## src/stun_rap_pkg.sv

```systemverilog
package stun_rap_pkg;

  localparam int unsigned HEADER_BYTES = 20;

  localparam logic [15:0] TYPE_SUCCESS   = 16'h0101;
  localparam logic [15:0] ATTR_MAPPED    = 16'h0001;
  localparam logic [15:0] ATTR_XOR       = 16'h0020;
  localparam logic [15:0] PORT_MASK      = 16'h2112;
  localparam logic [31:0] COOKIE         = 32'h2112A442;
  localparam logic [15:0] MIN_ADDR_LEN   = 16'd8;
  localparam logic [15:0] ATTR_HDR_BYTES = 16'd4;
  localparam logic [15:0] CAPTURE_FIRST  = 16'd1;
  localparam logic [15:0] CAPTURE_LAST   = 16'd7;

  typedef enum logic [2:0] {
    PH_HEADER   = 3'd0,
    PH_ATTR_HDR = 3'd1,
    PH_VALUE    = 3'd2,
    PH_PAD      = 3'd3,
    PH_DONE     = 3'd4
  } phase_t;

  typedef struct packed {
    logic        address_kind;
    logic [7:0]  address_family;
    logic [15:0] external_port;
    logic [31:0] external_ip;
  } addr_result_t;

endpackage

```

## src/stun_rap_if.sv

```systemverilog
interface stun_rap_in_if;
  logic       valid;
  logic       ready;
  logic [7:0] data_byte;
  logic       end_of_datagram;

  modport source(output valid, output data_byte, output end_of_datagram, input ready);
  modport sink(input valid, input data_byte, input end_of_datagram, output ready);
endinterface

interface stun_rap_out_if;
  logic        valid;
  logic        ready;
  logic        address_kind;
  logic [7:0]  address_family;
  logic [15:0] external_port;
  logic [31:0] external_ip;

  modport source(output valid, output address_kind, output address_family,
                 output external_port, output external_ip, input ready);
  modport sink(input valid, input address_kind, input address_family,
               input external_port, input external_ip, output ready);
endinterface

```

## src/stun_response_address_parser_unit.sv

```systemverilog
// Parses a STUN Binding Success Response arriving one byte per transfer and reports the first
// complete MAPPED-ADDRESS or XOR-MAPPED-ADDRESS it carries (XOR values already unmasked), at
// most one result per datagram. A byte is taken every cycle unless the input stalls as below: it
// is held in an input register, the parser updates its state from it, and the result from the
// byte that completes the address value is loaded into the output register when the parser
// takes that byte, ready for its own transfer. Input stalls only when that completing byte meets
// a result that has not yet been taken. No clearing pass is needed after reset.
module stun_response_address_parser_unit (
  input  logic           clk,
  input  logic           rst_n,
  stun_rap_in_if.sink    in_ch,
  stun_rap_out_if.source out_ch
);

  logic                       byte_valid;
  logic [7:0]                 data_byte;
  logic                       last;
  logic                       take;
  logic                       emit;
  logic                       out_free;
  stun_rap_pkg::addr_result_t result;

  stun_rap_in_reg u_in_reg (
    .clk        (clk),
    .rst_n      (rst_n),
    .in_ch      (in_ch),
    .take       (take),
    .byte_valid (byte_valid),
    .data_byte  (data_byte),
    .last       (last)
  );

  stun_rap_core u_core (
    .clk        (clk),
    .rst_n      (rst_n),
    .byte_valid (byte_valid),
    .data_byte  (data_byte),
    .last       (last),
    .out_free   (out_free),
    .take       (take),
    .emit       (emit),
    .result     (result)
  );

  stun_rap_out_reg u_out_reg (
    .clk      (clk),
    .rst_n    (rst_n),
    .load     (emit),
    .result   (result),
    .out_free (out_free),
    .out_ch   (out_ch)
  );

endmodule

```

## src/stun_rap_in_reg.sv

```systemverilog
module stun_rap_in_reg (
  input  logic              clk,
  input  logic              rst_n,
  stun_rap_in_if.sink       in_ch,
  input  logic              take,
  output logic              byte_valid,
  output logic [7:0]        data_byte,
  output logic              last
);

  logic       valid_r;
  logic [7:0] data_r;
  logic       last_r;

  // The register refills in the same cycle that the core consumes its byte.
  assign in_ch.ready = !valid_r || take;

  always_ff @(posedge clk) begin
    if (!rst_n) begin
      valid_r <= 1'b0;
    end else if (in_ch.ready) begin
      valid_r <= in_ch.valid;
    end
  end

  always_ff @(posedge clk) begin
    if (in_ch.valid && in_ch.ready) begin
      data_r <= in_ch.data_byte;
      last_r <= in_ch.end_of_datagram;
    end
  end

  assign byte_valid = valid_r;
  assign data_byte  = data_r;
  assign last       = last_r;

endmodule

```

## src/stun_rap_core.sv

```systemverilog
module stun_rap_core (
  input  logic                       clk,
  input  logic                       rst_n,
  input  logic                       byte_valid,
  input  logic [7:0]                 data_byte,
  input  logic                       last,
  input  logic                       out_free,
  output logic                       take,
  output logic                       emit,
  output stun_rap_pkg::addr_result_t result
);

  stun_rap_pkg::phase_t phase_r, phase_nxt;
  logic [15:0] cnt_r, cnt_nxt;
  logic [7:0]  msg_hi_r, msg_hi_nxt;
  logic [15:0] type_r, type_nxt;
  logic [15:0] len_r, len_nxt;
  logic [55:0] cap_r, cap_nxt;
  logic [15:0] cnt_inc;
  logic [15:0] new_len;
  logic [2:0]  pad_len;
  logic        is_addr;
  logic        is_xor;
  logic        emit_cand;

  assign cnt_inc = cnt_r + 16'd1;
  assign new_len = {len_r[15:8], data_byte};
  assign pad_len = 3'd4 - {1'b0, len_r[1:0]};
  assign is_xor  = (type_r == stun_rap_pkg::ATTR_XOR);
  assign is_addr = ((type_r == stun_rap_pkg::ATTR_MAPPED) || is_xor) &&
                   (len_r >= stun_rap_pkg::MIN_ADDR_LEN);

  // A byte that completes an address value needs room in the result register.
  assign emit_cand = (phase_r == stun_rap_pkg::PH_VALUE) && (cnt_inc == len_r) && is_addr;
  assign take      = byte_valid && (!emit_cand || out_free);
  assign emit      = take && emit_cand;

  always_comb begin
    phase_nxt  = phase_r;
    cnt_nxt    = cnt_inc;
    msg_hi_nxt = msg_hi_r;
    type_nxt   = type_r;
    len_nxt    = len_r;
    cap_nxt    = cap_r;
    case (phase_r)
      stun_rap_pkg::PH_HEADER: begin
        if (cnt_r == 16'd0) begin
          msg_hi_nxt = data_byte;
        end
        if (cnt_r == 16'd1 && {msg_hi_r, data_byte} != stun_rap_pkg::TYPE_SUCCESS) begin
          phase_nxt = stun_rap_pkg::PH_DONE;
        end else if (cnt_inc >= 16'(stun_rap_pkg::HEADER_BYTES)) begin
          cnt_nxt   = 16'd0;
          phase_nxt = stun_rap_pkg::PH_ATTR_HDR;
        end
      end
      stun_rap_pkg::PH_ATTR_HDR: begin
        case (cnt_r[1:0])
          2'd0:    type_nxt[15:8] = data_byte;
          2'd1:    type_nxt[7:0]  = data_byte;
          2'd2:    len_nxt[15:8]  = data_byte;
          default: len_nxt[7:0]   = data_byte;
        endcase
        if (cnt_inc >= stun_rap_pkg::ATTR_HDR_BYTES) begin
          cnt_nxt = 16'd0;
          cap_nxt = '0;
          // A zero-length value has no padding either.
          if (new_len == 16'd0) begin
            phase_nxt = stun_rap_pkg::PH_ATTR_HDR;
          end else begin
            phase_nxt = stun_rap_pkg::PH_VALUE;
          end
        end
      end
      stun_rap_pkg::PH_VALUE: begin
        if (cnt_r >= stun_rap_pkg::CAPTURE_FIRST && cnt_r <= stun_rap_pkg::CAPTURE_LAST) begin
          cap_nxt = {cap_r[47:0], data_byte};
        end
        if (cnt_inc == len_r) begin
          cnt_nxt = 16'd0;
          if (is_addr) begin
            phase_nxt = stun_rap_pkg::PH_DONE;
          end else if (len_r[1:0] != 2'd0) begin
            phase_nxt = stun_rap_pkg::PH_PAD;
          end else begin
            phase_nxt = stun_rap_pkg::PH_ATTR_HDR;
          end
        end
      end
      stun_rap_pkg::PH_PAD: begin
        if (cnt_inc >= {13'd0, pad_len}) begin
          cnt_nxt   = 16'd0;
          phase_nxt = stun_rap_pkg::PH_ATTR_HDR;
        end
      end
      default: begin
        cnt_nxt = cnt_r;
      end
    endcase
    // The last byte of a datagram returns the parser to the start of a header.
    if (last) begin
      phase_nxt = stun_rap_pkg::PH_HEADER;
      cnt_nxt   = 16'd0;
    end
  end

  always_ff @(posedge clk) begin
    if (!rst_n) begin
      phase_r <= stun_rap_pkg::PH_HEADER;
      cnt_r   <= 16'd0;
    end else if (take) begin
      phase_r <= phase_nxt;
      cnt_r   <= cnt_nxt;
    end
  end

  always_ff @(posedge clk) begin
    if (take) begin
      msg_hi_r <= msg_hi_nxt;
      type_r   <= type_nxt;
      len_r    <= len_nxt;
      cap_r    <= cap_nxt;
    end
  end

  assign result.address_kind   = is_xor;
  assign result.address_family = cap_nxt[55:48];
  assign result.external_port  = is_xor ? (cap_nxt[47:32] ^ stun_rap_pkg::PORT_MASK)
                                        : cap_nxt[47:32];
  assign result.external_ip    = is_xor ? (cap_nxt[31:0] ^ stun_rap_pkg::COOKIE)
                                        : cap_nxt[31:0];

  a_emit_then_done: assert property (@(posedge clk) disable iff (!rst_n)
    emit && !last |=> phase_r == stun_rap_pkg::PH_DONE)
    else $error("parser did not stop after reporting an address");

  a_header_bound: assert property (@(posedge clk) disable iff (!rst_n)
    phase_r == stun_rap_pkg::PH_HEADER |-> cnt_r < 16'(stun_rap_pkg::HEADER_BYTES))
    else $error("header byte count ran past the header");

  a_attr_hdr_bound: assert property (@(posedge clk) disable iff (!rst_n)
    phase_r == stun_rap_pkg::PH_ATTR_HDR |-> cnt_r < stun_rap_pkg::ATTR_HDR_BYTES)
    else $error("attribute header count ran past four bytes");

  a_pad_bound: assert property (@(posedge clk) disable iff (!rst_n)
    phase_r == stun_rap_pkg::PH_PAD |-> cnt_r < 16'd3 && len_r[1:0] != 2'd0)
    else $error("padding state entered without padding to skip");

  a_last_restarts: assert property (@(posedge clk) disable iff (!rst_n)
    take && last |=> phase_r == stun_rap_pkg::PH_HEADER && cnt_r == 16'd0)
    else $error("parser did not restart after the last byte of a datagram");

endmodule

```

## src/stun_rap_out_reg.sv

```systemverilog
module stun_rap_out_reg (
  input  logic                       clk,
  input  logic                       rst_n,
  input  logic                       load,
  input  stun_rap_pkg::addr_result_t result,
  output logic                       out_free,
  stun_rap_out_if.source             out_ch
);

  logic                       valid_r;
  stun_rap_pkg::addr_result_t res_r;

  assign out_free = !valid_r || out_ch.ready;

  always_ff @(posedge clk) begin
    if (!rst_n) begin
      valid_r <= 1'b0;
    end else if (out_free) begin
      valid_r <= load;
    end
  end

  always_ff @(posedge clk) begin
    if (load && out_free) begin
      res_r <= result;
    end
  end

  assign out_ch.valid          = valid_r;
  assign out_ch.address_kind   = res_r.address_kind;
  assign out_ch.address_family = res_r.address_family;
  assign out_ch.external_port  = res_r.external_port;
  assign out_ch.external_ip    = res_r.external_ip;

  a_load_has_room: assert property (@(posedge clk) disable iff (!rst_n)
    load |-> out_free)
    else $error("result offered while the previous one still waits");

endmodule

```

## src/flat_wrapper.sv

```systemverilog
// flat-port wrapper written by rule: the top's interface ports become plain ports
module stun_response_address_parser_unit_flat 
  (clk, rst_n, in_ch_valid, in_ch_data_byte, in_ch_end_of_datagram, in_ch_ready, out_ch_valid, out_ch_address_kind, out_ch_address_family, out_ch_external_port, out_ch_external_ip, out_ch_ready);
  stun_rap_in_if in_ch_i ();
  stun_rap_out_if out_ch_i ();
  input  logic clk;
  input  logic rst_n;
  input wire logic [$bits(in_ch_i.valid)-1:0] in_ch_valid;
  input wire logic [$bits(in_ch_i.data_byte)-1:0] in_ch_data_byte;
  input wire logic [$bits(in_ch_i.end_of_datagram)-1:0] in_ch_end_of_datagram;
  output wire logic [$bits(in_ch_i.ready)-1:0] in_ch_ready;
  output wire logic [$bits(out_ch_i.valid)-1:0] out_ch_valid;
  output wire logic [$bits(out_ch_i.address_kind)-1:0] out_ch_address_kind;
  output wire logic [$bits(out_ch_i.address_family)-1:0] out_ch_address_family;
  output wire logic [$bits(out_ch_i.external_port)-1:0] out_ch_external_port;
  output wire logic [$bits(out_ch_i.external_ip)-1:0] out_ch_external_ip;
  input wire logic [$bits(out_ch_i.ready)-1:0] out_ch_ready;
  assign in_ch_i.valid = in_ch_valid;
  assign in_ch_i.data_byte = in_ch_data_byte;
  assign in_ch_i.end_of_datagram = in_ch_end_of_datagram;
  assign in_ch_ready = in_ch_i.ready;
  assign out_ch_valid = out_ch_i.valid;
  assign out_ch_address_kind = out_ch_i.address_kind;
  assign out_ch_address_family = out_ch_i.address_family;
  assign out_ch_external_port = out_ch_i.external_port;
  assign out_ch_external_ip = out_ch_i.external_ip;
  assign out_ch_i.ready = out_ch_ready;
  stun_response_address_parser_unit u_core (.clk(clk), .rst_n(rst_n), .in_ch(in_ch_i), .out_ch(out_ch_i));
endmodule
```

## config.mk

```make
export PLATFORM = sky130hd
export DESIGN_NAME = stun_response_address_parser_unit_flat
export DESIGN_NICKNAME = d
export VERILOG_FILES = /design/src/stun_rap_pkg.sv /design/src/stun_rap_if.sv /design/src/stun_response_address_parser_unit.sv /design/src/stun_rap_in_reg.sv /design/src/stun_rap_core.sv /design/src/stun_rap_out_reg.sv /design/src/flat_wrapper.sv
export SDC_FILE = /design/constraint.sdc
export NUM_CORES = 1
export LEC_CHECK = 0
export BUFFER_PORTS_ARGS = -buffer_cell sky130_fd_sc_hd__buf_2
export CAP_MARGIN = 10
export CORE_ASPECT_RATIO = 0.75
export CORE_UTILIZATION = 52
export DETAILED_ROUTE_END_ITERATION = 16
export GPL_ROUTABILITY_DRIVEN = 0
export PLACE_DENSITY = 0.74
export SYNTH_ARGS = -nofsm -noshare
export SYNTH_HDL_FRONTEND = slang
export SYNTH_SLANG_ARGS = --single-unit
export TNS_END_PERCENT = 1
```

## constraint.sdc

```tcl
create_clock -name clk -period 6 [get_ports clk]
set_clock_uncertainty 0.15 [all_clocks]
set_input_delay 0.6 -clock clk [delete_from_list [all_inputs] [get_ports clk]]
set_output_delay 0.6 -clock clk [all_outputs]
set_load 0.1 [all_outputs]
```

# --- Word-level counts from Yosys, hierarchy flattened ---
# Index checks and enable logic that the tools add are counted.
word_totals:
  regBits: 183
  latchBits: 0
  ramBits: 0
  rom_bits: 0
  in_bits: 13
  elab_cells: 93
  mem_count: 0
op_classes:
  addsub: 2
  n_mul: 0
  n_div: 0
  magnitude_cmp: 6
  eq_ne: 14
  n_shift: 0
  n_mux: 22
  bitwise_logic: 3
  reduce_logical: 30
ops:
  columns: ["cell", "count"]
  rows:
  - ["56-bit two-way mux", 2]
  - ["56-bit case mux with 2 select lines", 1]
  - ["16-bit two-way mux", 6]
  - ["16-bit case mux with 4 select lines", 1]
  - ["16-bit by 1-bit equality test with 1-bit output, second input constant", 2]
  - ["16-bit zero test", 2]
  - ["30-bit two-way mux", 1]
  - ["3-bit two-way mux", 7]
  - ["16-bit by 1-bit adder with 16-bit output, second input constant", 1]
  - ["16-bit equality test", 1]
  - ["16-bit by 6-bit equality test with 1-bit output, second input constant", 1]
  - ["16-bit by 1-bit greater-or-equal comparator with 1-bit output, second input constant", 1]
  - ["16-bit by 3-bit greater-or-equal comparator with 1-bit output", 1]
  - ["16-bit by 3-bit greater-or-equal comparator with 1-bit output, second input constant", 1]
  - ["16-bit by 4-bit greater-or-equal comparator with 1-bit output, second input constant", 1]
  - ["16-bit by 5-bit greater-or-equal comparator with 1-bit output, second input constant", 1]
  - ["16-bit by 3-bit less-or-equal comparator with 1-bit output, second input constant", 1]
  - ["16-bit by 9-bit inequality test with 1-bit output, second input constant", 1]
  - ["3-bit AND reduction", 5]
  - ["14-bit two-way mux", 1]
  - ["3-bit case mux with 4 select lines", 1]
  - ["1-bit logical AND", 9]
  - ["9-bit inverter", 1]
  - ["3-bit by 2-bit equality test with 1-bit output, second input constant", 2]
  - ["other kinds (19)", 26]

# --- Longest topological paths before layout ---
depth:
  word_depth: 9
  mapped_depth: 14

# --- By module ---
# Synthesis repeated with hierarchy kept, for this count alone.
hier_totals:
  cells_unflattened: 656
  hier_area_um2: 8640.8
by_module_without_submodules:
  columns: ["module", "instances", "cells_per_inst", "area_each_um2"]
  rows:
  - ["stun_rap_core", 1, 580, 6543.8]
  - ["stun_rap_out_reg", 1, 62, 1769.2]
  - ["stun_rap_in_reg", 1, 14, 327.8]

# --- Worst setup path before layout ---
# Ideal clock, no wire load.
synth_timing:
  path_type: "register -> register"
  start: "reg u_core.u_core.cnt_r[0]"
  end: "reg u_core.u_out_reg.res_r, in the netlist u_core.u_out_reg.out_ch.address_family[0] (enable)"
  setup_ns: 0.472
  arrival_time_ns: 4.950
  required_ns: 5.378
  slack_ns: 0.428
  path_stages_with_launch: 10
  path_buffers: 0
  period_less_slack_ns: 5.572
  path_cell_list: "dfxtp_1 -> ha_1 -> nand4_1 -> or4_1 -> xnor2_1 -> a2111o_1 -> or4_4 -> nor3_1 -> nand3_1 -> nor2_1"
synth_between:
  elab_chain_len: 9
synth_lines:
  columns: ["element", "line_no", "source"]
  rows:
  - ["from (decl)", "stun_rap_core.sv:14", "logic [15:0] cnt_r, cnt_nxt;"]
  - ["from (signal assigned)", "stun_rap_core.sv:113", "cnt_r <= cnt_nxt;"]
  - ["16-bit by 1-bit adder with 16-bit output (*)", "stun_rap_core.sv:26", "assign cnt_inc = cnt_r + 16'd1;"]
  - ["16-bit equality test (*)", "stun_rap_core.sv:34", "assign emit_cand = (phase_r == stun_rap_pkg::PH_VALUE) && (cnt_inc == len_r) && is_addr;"]
  - ["1-bit logical AND (*) (2 in a row)", "stun_rap_core.sv:34", null]
  - ["1-bit zero test", "stun_rap_core.sv:35", "assign take = byte_valid && (!emit_cand || out_free);"]
  - ["1-bit logical OR", "stun_rap_core.sv:35", null]
  - ["1-bit logical AND", "stun_rap_core.sv:35", null]
  - ["1-bit logical AND (*)", "stun_rap_core.sv:36", "assign emit = take && emit_cand;"]
  - ["1-bit logical AND (*)", "stun_rap_out_reg.sv:24", "if (load && out_free) begin"]
  - ["to (signal assigned)", "stun_rap_out_reg.sv:25", "res_r <= result;"]
  - ["to (decl)", "stun_rap_out_reg.sv:11", "stun_rap_pkg::addr_result_t res_r;"]
# Every way passes the cells marked *; elsewhere a longest branch is shown, timed or not.
# A chain may end at the register's enable or synchronous reset.

# --- Final worst setup path ---
layout_timing:
  start: "reg u_core.u_core.cnt_r[0]"
  end: "out in_ch_ready"
layout_between:
  elab_chain_len: 8
layout_lines:
  columns: ["element", "line_no", "source"]
  rows:
  - ["16-bit by 1-bit adder with 16-bit output", "stun_rap_core.sv:26", null]
  - ["16-bit equality test", "stun_rap_core.sv:34", null]
  - ["1-bit logical AND (2 in a row)", "stun_rap_core.sv:34", null]
  - ["1-bit zero test", "stun_rap_core.sv:35", null]
  - ["1-bit logical OR", "stun_rap_core.sv:35", null]
  - ["1-bit logical AND", "stun_rap_core.sv:35", null]
  - ["1-bit logical OR", "stun_rap_in_reg.sv:16", "assign in_ch.ready = !valid_r || take;"]
  - ["to (decl)", "flat_wrapper.sv:11", "output wire logic [$bits(in_ch_i.ready)-1:0] in_ch_ready;"]
# Every way passes these cells.

==> results_dict.tcl <==
set metrics [dict create \
    slowest_stage "or4_1" \
    grt_first_pass_wirelength_mm 24.8 \
    ios 72 \
    post_drt_wl_per_cell_um 19.1 \
    path_buf_inv 2 \
    slew_headroom_pct 35.3 \
    drc 0 \
    timing.fmax_mhz 203 \
    design_area_um2 8970 \
    setup_ws_ps 1060 \
    track_usage_pct 21.4 \
    cp_cell_sequence "ha_1 -> nand4_1 -> or4_1 -> xnor2_1 -> a2111o_1 -> or4_4 -> nor3_1 -> nand3_1 -> nor2_1 -> inv_1 -> buf_2" \
    ys_ff_latch 183 \
    critical_path_class "flip-flop to output pin" \
    hold_violations 0 \
    cts-resized-gates 0 \
    antenna_found_initial 0 \
    critPathCaptureType "output pin" \
    grt_max_degree 58 \
    syn_area_per_cell_um2 14.0 \
    core_um2 14600 \
    die_w_um 144 \
    drtPass1Iterations 5 \
    synth_top_area_cell "edfxtp_1" \
    clock-sinks 183 \
    synth.top_cell.area_share_pct 62.0 \
    drv_cap 0 \
    synth_area_um2 7850 \
    worst_pin_slew_ps 963 \
    drtIter0Drc 496 \
    drt_wl_total_mm 16.0 \
    holdWs_ps 196 \
    cp.required_ps 5250 \
    grt_pass1_vias 4582 \
    multi_input_area_um2 2360 \
    p_clk_share_pct 42.0 \
    tritoncts "built" \
    busiest_layer "met1" \
    cts_setup_buffers 0 \
    comb_power_share_pct 2.6 \
    p_total_mw 2.59 \
    fin_nets 649 \
    cts_buffers 17 \
    clk_latency_ps 420 \
    die_h_um 108 \
    powerDensity_nw_per_um2 289 \
    dieArea_um2 15600 \
    switching_power_mw 0.563 \
    setup_violations 0 \
    rows 38 \
    grtUsageMet1_pct 32.1 \
    area_growth_pct 14.3 \
    synthFlopType "edfxtp_1" \
    met2_usage_pct 30.3 \
    fillers 1113 \
    intPower_mw 2.03 \
    drv_slew 0 \
    drive_above_1_share_pct 19.8 \
    path_delay_family "simple AND/OR/NAND/NOR gates" \
    pre_cts_ws_ps 1320 \
    cts_buffer_depth 2 \
    cp_max_fo 12 \
    slowest_delay_ps 570 \
    period_share_pct 82.3 \
    final_core_utilization_pct 61.4 \
    postPlaceCellArea_um2 8390 \
    startpoint_type "flip-flop" \
    status "completed" \
    async_flop_share_pct 0 \
    peakVddDrop_uv 260 \
    n_antenna_cell 0 \
    fin_cells 840 \
    use_met3_pct 5.31 \
    period_needed_ps 4940 \
    ys_seq_area_share_pct 67.3 \
    synthDistinctLibCells 66 \
    p_leak_nw 3.30 \
    regArea_um2 5290 \
    holdCritPathClass "input pin to flip-flop" \
    dp_cells 808 \
    vias 5104 \
    rsz0062_at_grt "false" \
    vias_per_cell 6.08 \
    p_seq_share_pct 55.4 \
    holdBufCountCts 0 \
    sw_frac_of_total_pct 21.7 \
    cp.arrival_ps 4190 \
    htree_num_levels 4 \
    path_clk_slew_ps 70 \
    antenna_left 0 \
    synthTopCellsByArea "edfxtp_1 62%, a22o_1 6.3%, dfxtp_1 5.4%, xor2_1 2.0%, xnor2_1 1.9%" \
    yosys_warnings 0 \
    start_util_pct 53.8 \
    io_buffers 71 \
    synth_cells 560 \
    hpwl_mm 10.7 \
    root_buffer "clkbuf_16" \
    finalSetupTns_ps 0 \
    syn_nets 582 \
    synth-edff-count 162 \
    grt_overflow_total 0 \
]
cell usage in the layout (no fill, tap or decap), drive strengths merged, types with 17 or more instances in the layout:
master	Yosys	routed
edfxtp	162	162
buf	11	78
a22o	56	56
inv	23	32
nand2	29	29
dfxtp	21	21
xor2	18	18
o21ai	18	18
xnor2	17	17
clkbuf	19	17
nor2	17	17
Yosys cell counts (3+ instances only):
master,n
nor2b_1,5
dfxtp_1,21
or3_1,6
xnor2_1,17
o2bb2ai_1,4
o31ai_1,8
a211oi_1,4
nor4_1,14
a22o_1,56
or4_1,3
inv_1,23
and2_1,3
o22a_1,7
edfxtp_1,162
nor3_1,13
nand2b_1,6
buf_6,3
and3_1,7
a21oi_1,9
o21ai_0,17
nand2_1,29
nor2_1,17
nand3_1,15
clkbuf_1,18
xor2_1,18
and4_1,7
mux2i_1,4
ha_1,9
buf_2,5
nand4_1,6
power by group through the flow:
stage          Combinational [mW]  Clock (mW)  Sequential (mW)
3_5_place_dp               0.0655           0             1.46
4_1_cts                    0.0663        1.10             1.43
2_1_floorplan              0.0495           0             1.45
3_3_place_gp               0.0639           0             1.46
6_report                   0.0667        1.09             1.43
5_1_grt                    0.0729        1.15             1.44
cells by family (layout without fill, tap and decap cells):
kind of cell / count (synthesis) / in the layout / share of synthesized area (%)
flops: 183 / 183 / 67.3
simple gates: 141 / 141 / 9.97
compound gates: 134 / 134 / 13.7
buf+inv: 53 / 133 / 2.97
xor+xnor: 35 / 35 / 3.91
fa+ha+maj: 9 / 9 / 1.43
mux: 5 / 5 / 0.654
area by class of cell:
cell class | count | share of cell area [%]
inverter | 23 | 0.963
timing repair buffer | 78 | 4.55
multi-input combinational | 324 | 26.3
tap | 200 | 2.79
clock inverter | 15 | 1.70
clock buffer | 17 | 4.74
sequential | 183 | 58.9
layer usage:
metal  wire [um]  part of all wire (%)
met4         255                   1.6
met3        1300                   8.1
met1        7460                    47
met2        6990                    44
met5           0                     0
flip-flops by register name, indices dropped and copies added (netlist names), 3 cells and up:
name                                    flops
u_core.u_core.msg_hi_r                      8
u_core.u_core.len_r                        16
u_core.u_core.cnt_r                        16
u_core.u_out_reg.out_ch.external_ip        32
u_core.u_core.cap_r                        56
u_core.u_out_reg.out_ch.address_family      8
u_core.u_core.type_r                       16
u_core.u_out_reg.out_ch.external_port      16
u_core.u_core.phase_r                       3
u_core.u_in_reg.data_byte                   8
worst paths after layout:
check	start	endpoint	slack (ps)	cells after the start
worst max-delay path	u_core.u_core.cnt_r[0]$_SDFFE_PN0P_	in_ch_ready	1060	11
worst min-delay path	in_ch_data_byte[1]	u_core.u_in_reg.data_byte[1]$_DFFE_PP_	200	1
worst max register to register	u_core.u_core.cnt_r[0]$_SDFFE_PN0P_	u_core.u_core.cnt_r[1]$_SDFFE_PN0P_	1230	10
worst min register to register	u_core.u_core.phase_r[1]$_SDFFE_PN0P_	u_core.u_core.phase_r[1]$_SDFFE_PN0P_	370	2
Note: power is estimated with default switching activity, not from simulation.
